File: src/rtl/core/gpc_ram.sv
// ----------------------------------------------------------------------------
// Generic single-port-write RAM
// One write port and one read port with a registered, enabled read.
// ----------------------------------------------------------------------------
module gpc_ram #(
  parameter int WIDTH = 8,
  parameter int DEPTH = 16
) (
  input  logic                     clk,
  input  logic                     we,
  input  logic [$clog2(DEPTH)-1:0] waddr,
  input  logic [WIDTH-1:0]         wdata,
  input  logic                     re,
  input  logic [$clog2(DEPTH)-1:0] raddr,
  output logic [WIDTH-1:0]         rdata
);

  logic [WIDTH-1:0] mem [DEPTH];

  always_ff @(posedge clk) begin
    if (we) begin
      mem[waddr] <= wdata;
    end
    if (re) begin
      rdata <= mem[raddr];
    end
  end

endmodule

File: config.mk
export PLATFORM = sky130hd
export DESIGN_NAME = gpc_ram
export DESIGN_NICKNAME = d
export VERILOG_FILES = /design/src/rtl/core/gpc_ram.sv
export SDC_FILE = /design/constraint.sdc
export NUM_CORES = 1
export LEC_CHECK = 0
export ABC_AREA = 1
export BUFFER_PORTS_ARGS = -buffer_cell sky130_fd_sc_hd__buf_4
export CAP_MARGIN = 0
export CORE_MARGIN = 2
export CORE_UTILIZATION = 41
export CTS_CLUSTER_DIAMETER = 150
export CTS_CLUSTER_SIZE = 16
export DETAILED_ROUTE_END_ITERATION = 8
export GPL_TIMING_DRIVEN = 0
export PLACE_DENSITY = 0.7
export SETUP_SLACK_MARGIN = 0.5
export SYNTH_ARGS = -nofsm -noshare
export SYNTH_HDL_FRONTEND = slang
export SYNTH_SLANG_ARGS = --single-unit
export TNS_END_PERCENT = 1
File: constraint.sdc
create_clock -name clk -period 1.18 [get_ports clk]
set_input_delay 0.236 -clock clk [delete_from_list [all_inputs] [get_ports clk]]
set_output_delay 0.236 -clock clk [all_outputs]
set_load 0.01 [all_outputs]
-- After elaboration in Yosys (flattened, before gate mapping)
Memory sizes are Yosys's and may differ from the RTL's. A register that Yosys moved wholly into a read port is not among the register bits.
Index checks and enable logic that the tools add are counted.
- register bits: 0
- memory bits (writable): 128
- input bits: 19
- word-level logic and storage cells: 3
- memories: 1
- mux-type cells: 2
- memories (name ; words ; bits a word ; rd ports ; clocked after Yosys merged registers in ; write ports ; line ; source):
    mem ; 16 ; 8 ; 1 ; 1 ; 1 ; 18 ; logic [WIDTH-1:0] mem [DEPTH];
- operators by type and width (kind ; number):
    1-bit two-way mux ; 2

-- Depth between registers and ports, before layout
- depth in word-level cells: 2
- mapped depth: 8
- depth with buffers taken out: 7

-- Worst setup path before layout
OpenSTA, ideal clock, no wires.
- path kind: input-to-reg
- start: input port waddr[3]
- end: memory mem[4][0], enable pin
- library setup time: 370 ps
- data arrival time: 817 ps
- required time: 810 ps
- slack: -7 ps
- cell stages on the path: 2
- path buffers: 0
- cells stage by stage: nand3b_1 -> nor2_1
- RTL lines (element ; line ; source):
    from (decl) ; 11 ; input logic [$clog2(DEPTH)-1:0] waddr,
    to (decl) ; 18 ;
No word-level cell before the write port.

-- Worst setup path in the final report
- start: register rdata[2], read port of mem
- end: output port rdata[2]
- RTL lines (element ; line ; source):
    from (decl) ; 15 ; output logic [WIDTH-1:0] rdata
No word-level cell between the ends.

==> impl_metrics.py <==
metrics = {
    "yosys": {
        "ys_ff_latch": 136,
        "yosys.area_share.simple_pct": 20.8,
        "synth_top_family_by_area": "simple AND/OR/NAND/NOR gates",
        "synth_warnings": 0,
        "synth-xor-area-share_pct": 0,
        "syn_nets": 570,
        "muxShareOfSynthArea_pct": 0,
        "synth_seq_area_share_pct": 69.8,
        "syn_avg_cell_area_um2": 10.6,
        "synth_compound_area_share_pct": 0,
        "synth_area_um2": 5850,
        "synthCells": 551,
        "synth_cell_types": 11,
        "synthAdderAreaFrac_pct": 0,
    },
    "critical_path": {
        "worst_ep_required_time_ps": 940,
        "cp.buffers_inverters": 1,
        "path_max_fanout": 1,
        "critPathSlowestCell": "edfxtp_1",
        "crit_family": "flip-flops",
        "path_class": "flip-flop to output port",
        "cpPeakStageDelay_ps": 380,
        "cp-start-kind": "flip-flop",
        "critPathCaptureType": "output port",
        "cp_data_arrival_time_ps": 940,
        "worstPathCellList": "buf_6",
    },
    "detailed_routing": {
        "ant_nets": 0,
        "via_count": 3995,
        "detail_route.wirelength_um": 14100,
        "drcViolationCount": 0,
        "drt-wirelength-per-cell_um": 17.9,
        "first_pass_iters": 5,
        "first_iter_violations": 478,
        "routed_via_density": 5.08,
    },
    "power_and_ir_drop": {
        "p_seq_share_pct": 46.6,
        "max-vdd-ir-drop_v": 0.00108,
        "p_clk_share_pct": 45.7,
        "comb_power_share_pct": 7.7,
        "total_power_mw": 11.7,
        "p_switching_mw": 2.67,
        "leakage_nw": 3.07,
        "p_per_area_nw_per_um2": 1590,
        "swShare_pct": 22.7,
        "p_int_mw": 9.08,
    },
    "sta": {
        "period_minus_slack_ps": 1170,
        "holdWs_ps": 87.7,
        "fin_skew_ps": 6.70,
        "worst_pin_slew_ps": 563,
        "finalSetupViolations": 0,
        "finalHoldViolCount": 0,
        "timing.slew.headroom_pct": 62.4,
        "maxSlewViolCount": 0,
        "max_freq_mhz": 853,
        "rsz0062_at_grt": "yes",
        "finalCritPeriodShare_pct": 99.4,
    },
    "clock_tree": {
        "hold_buffers": 0,
        "htreeDepth": 4,
        "clk_pin_slew_ps": 60,
        "cts.sinks": 136,
        "cts_setup_buffers": 0,
        "worstSkewPairLatency_ps": 420,
        "numCtsBuffers": 17,
        "cts_buffer_depth": 2,
        "cts_tree": "done",
        "clockRootBuffer": "clkbuf_16",
    },
    "run_status": {
        "status": "finished, final reports clean",
    },
    "global_routing": {
        "grt_max_degree": 17,
        "grt_usage_pct": 20.1,
        "grt_pass1_wl_um": 21700,
        "gr-total-overflow": 0,
        "grt_pass1_vias": 3927,
        "antenna_found_initial": 0,
    },
    "cells_and_area": {
        "drive_above_1_share_pct": 25.9,
        "fin_nets": 612,
        "diodes": 0,
        "syn_to_final_growth_pct": 26.1,
        "final_area_um2": 7370,
        "nFillCells": 1189,
    },
    "placed_design": {
        "place_congestion": 0.917,
        "hpwl_um": 9120,
        "placed_area_um2": 6280,
        "portBuffers": 23,
    },
    "floorplanning": {
        "fp.dieArea_um2": 15200,
        "pin_count": 27,
        "coreArea_um2": 13900,
        "die_w_um": 123,
        "fp-row-count": 43,
        "start_util_pct": 42.1,
        "die_h_um": 123,
    },
    "job": {
        "drv_cap": 0,
    },
    "hold_path": {
        "hp-class": "input port to flip-flop",
    },
}
## final cells by class
| cell class | count | area (um^2) | share of cell area, % |
|---|---|---|---|
| flip-flops and latches | 136 | 4080 | 55.4 |
| multi-input cells | 289 | 1640 | 22.2 |
| clock buffers | 17 | 425 | 5.77 |
| inverters | 102 | 408 | 5.53 |
| repair buffers | 23 | 246 | 3.34 |
| well taps | 180 | 225 | 3.05 |
| clock inverters | 15 | 176 | 2.39 |
| plain buffers | 24 | 169 | 2.29 |
## synth_stat cells
cell type / n / area (um^2)
buf_1: 1 / 3.75
buf_2: 13 / 65.1
buf_4: 4 / 30.0
buf_6: 6 / 67.6
edfxtp_1: 136 / 4080
inv_1: 100 / 375
inv_2: 2 / 7.51
nand2_1: 173 / 649
nand3_1: 97 / 485
nand3b_1: 2 / 15.0
nor2_1: 17 / 63.8
## stage by stage
stage / setup slack, ps / std cells / util (%) / TNS (ps)
2_1_floorplan: 70.4 / 551 / - / 0
3_5_place_dp: -403 / 754 / 45.3 / -41190
6_report: 7.47 / 786 / 53.1 / 0
4_1_cts: -8.68 / 786 / 52.1 / -14.7
3_3_place_gp: -387 / 754 / 45.3 / -37660
5_1_grt: -30.5 / 786 / 53.1 / -168
## power groups by stage
| stage | logic (mW) | registers (mW) | clock network [mW] |
|---|---|---|---|
| after global placement | 0.715 | 5.56 | 0 |
| after CTS | 0.854 | 5.47 | 5.40 |
| after global routing | 0.977 | 5.48 | 5.64 |
| final | 0.906 | 5.47 | 5.36 |
| after floorplan | 0.392 | 5.58 | 0 |
| after detailed placement | 0.728 | 5.57 | 0 |
## worst paths after layout
path / from / endpoint / slack, ps / depth (start not counted)
worst max-delay path: rdata[2] / rdata[2] / 7 / 1
worst min-delay path: re / rdata[7] / 90 / 1
worst max register to register: mem[12][3] / rdata[3] / 50 / 6
worst min register to register: mem[12][5] / rdata[5] / 770 / 6
## state kept, by name, summed over array words and instances (netlist names)
name,cells
mem,128
rdata,8
## cell usage in the layout (no fill, tap or decap)
| master | count |
|---|---|
| nor2_4 | 17 |
| buf_4 | 14 |
| nand3_4 | 1 |
| clkbuf_16 | 17 |
| clkinv_4 | 2 |
| clkinvlp_4 | 3 |
| clkbuf_4 | 1 |
| buf_8 | 2 |
| nand3_1 | 57 |
| inv_6 | 3 |
| buf_6 | 15 |
| nand2_4 | 2 |
| nand3_2 | 39 |
| clkinv_8 | 2 |
| buf_12 | 2 |
| nand2_1 | 157 |
| clkinv_2 | 4 |
| buf_1 | 1 |
| bufinv_16 | 3 |
| nand2_2 | 11 |
| inv_2 | 4 |
| nand3b_1 | 2 |
| nand2_8 | 3 |
| buf_2 | 12 |
| inv_1 | 96 |
| edfxtp_1 | 136 |
## kinds of logic after synthesis
family / after synthesis
buf+inv: 126
flops: 136
simple gates: 289
## timing repair
action / CTS / global route
gates resized for setup: 82 / 32
pin swaps: 52 / 39
gates cloned: 0 / 0
hold endpoints to repair: 0 / 0
setup endpoints to repair: 144 / 144
## per-layer routing
| metal | part of all wire, % | global-route usage [%] | wire, um | vias up |
|---|---|---|---|---|
| met5 | 0 | 0 | 0 | - |
| met1 | 40 | 26.5 | 5690 | 1894 |
| met3 | 8.4 | 4.29 | 1190 | 27 |
| met2 | 49 | 32.1 | 6860 | 197 |
| li1 | - | - | - | 1877 |
| met4 | 2.6 | 8.59 | 362 | 0 |
Power figures use the tool's default switching activity.
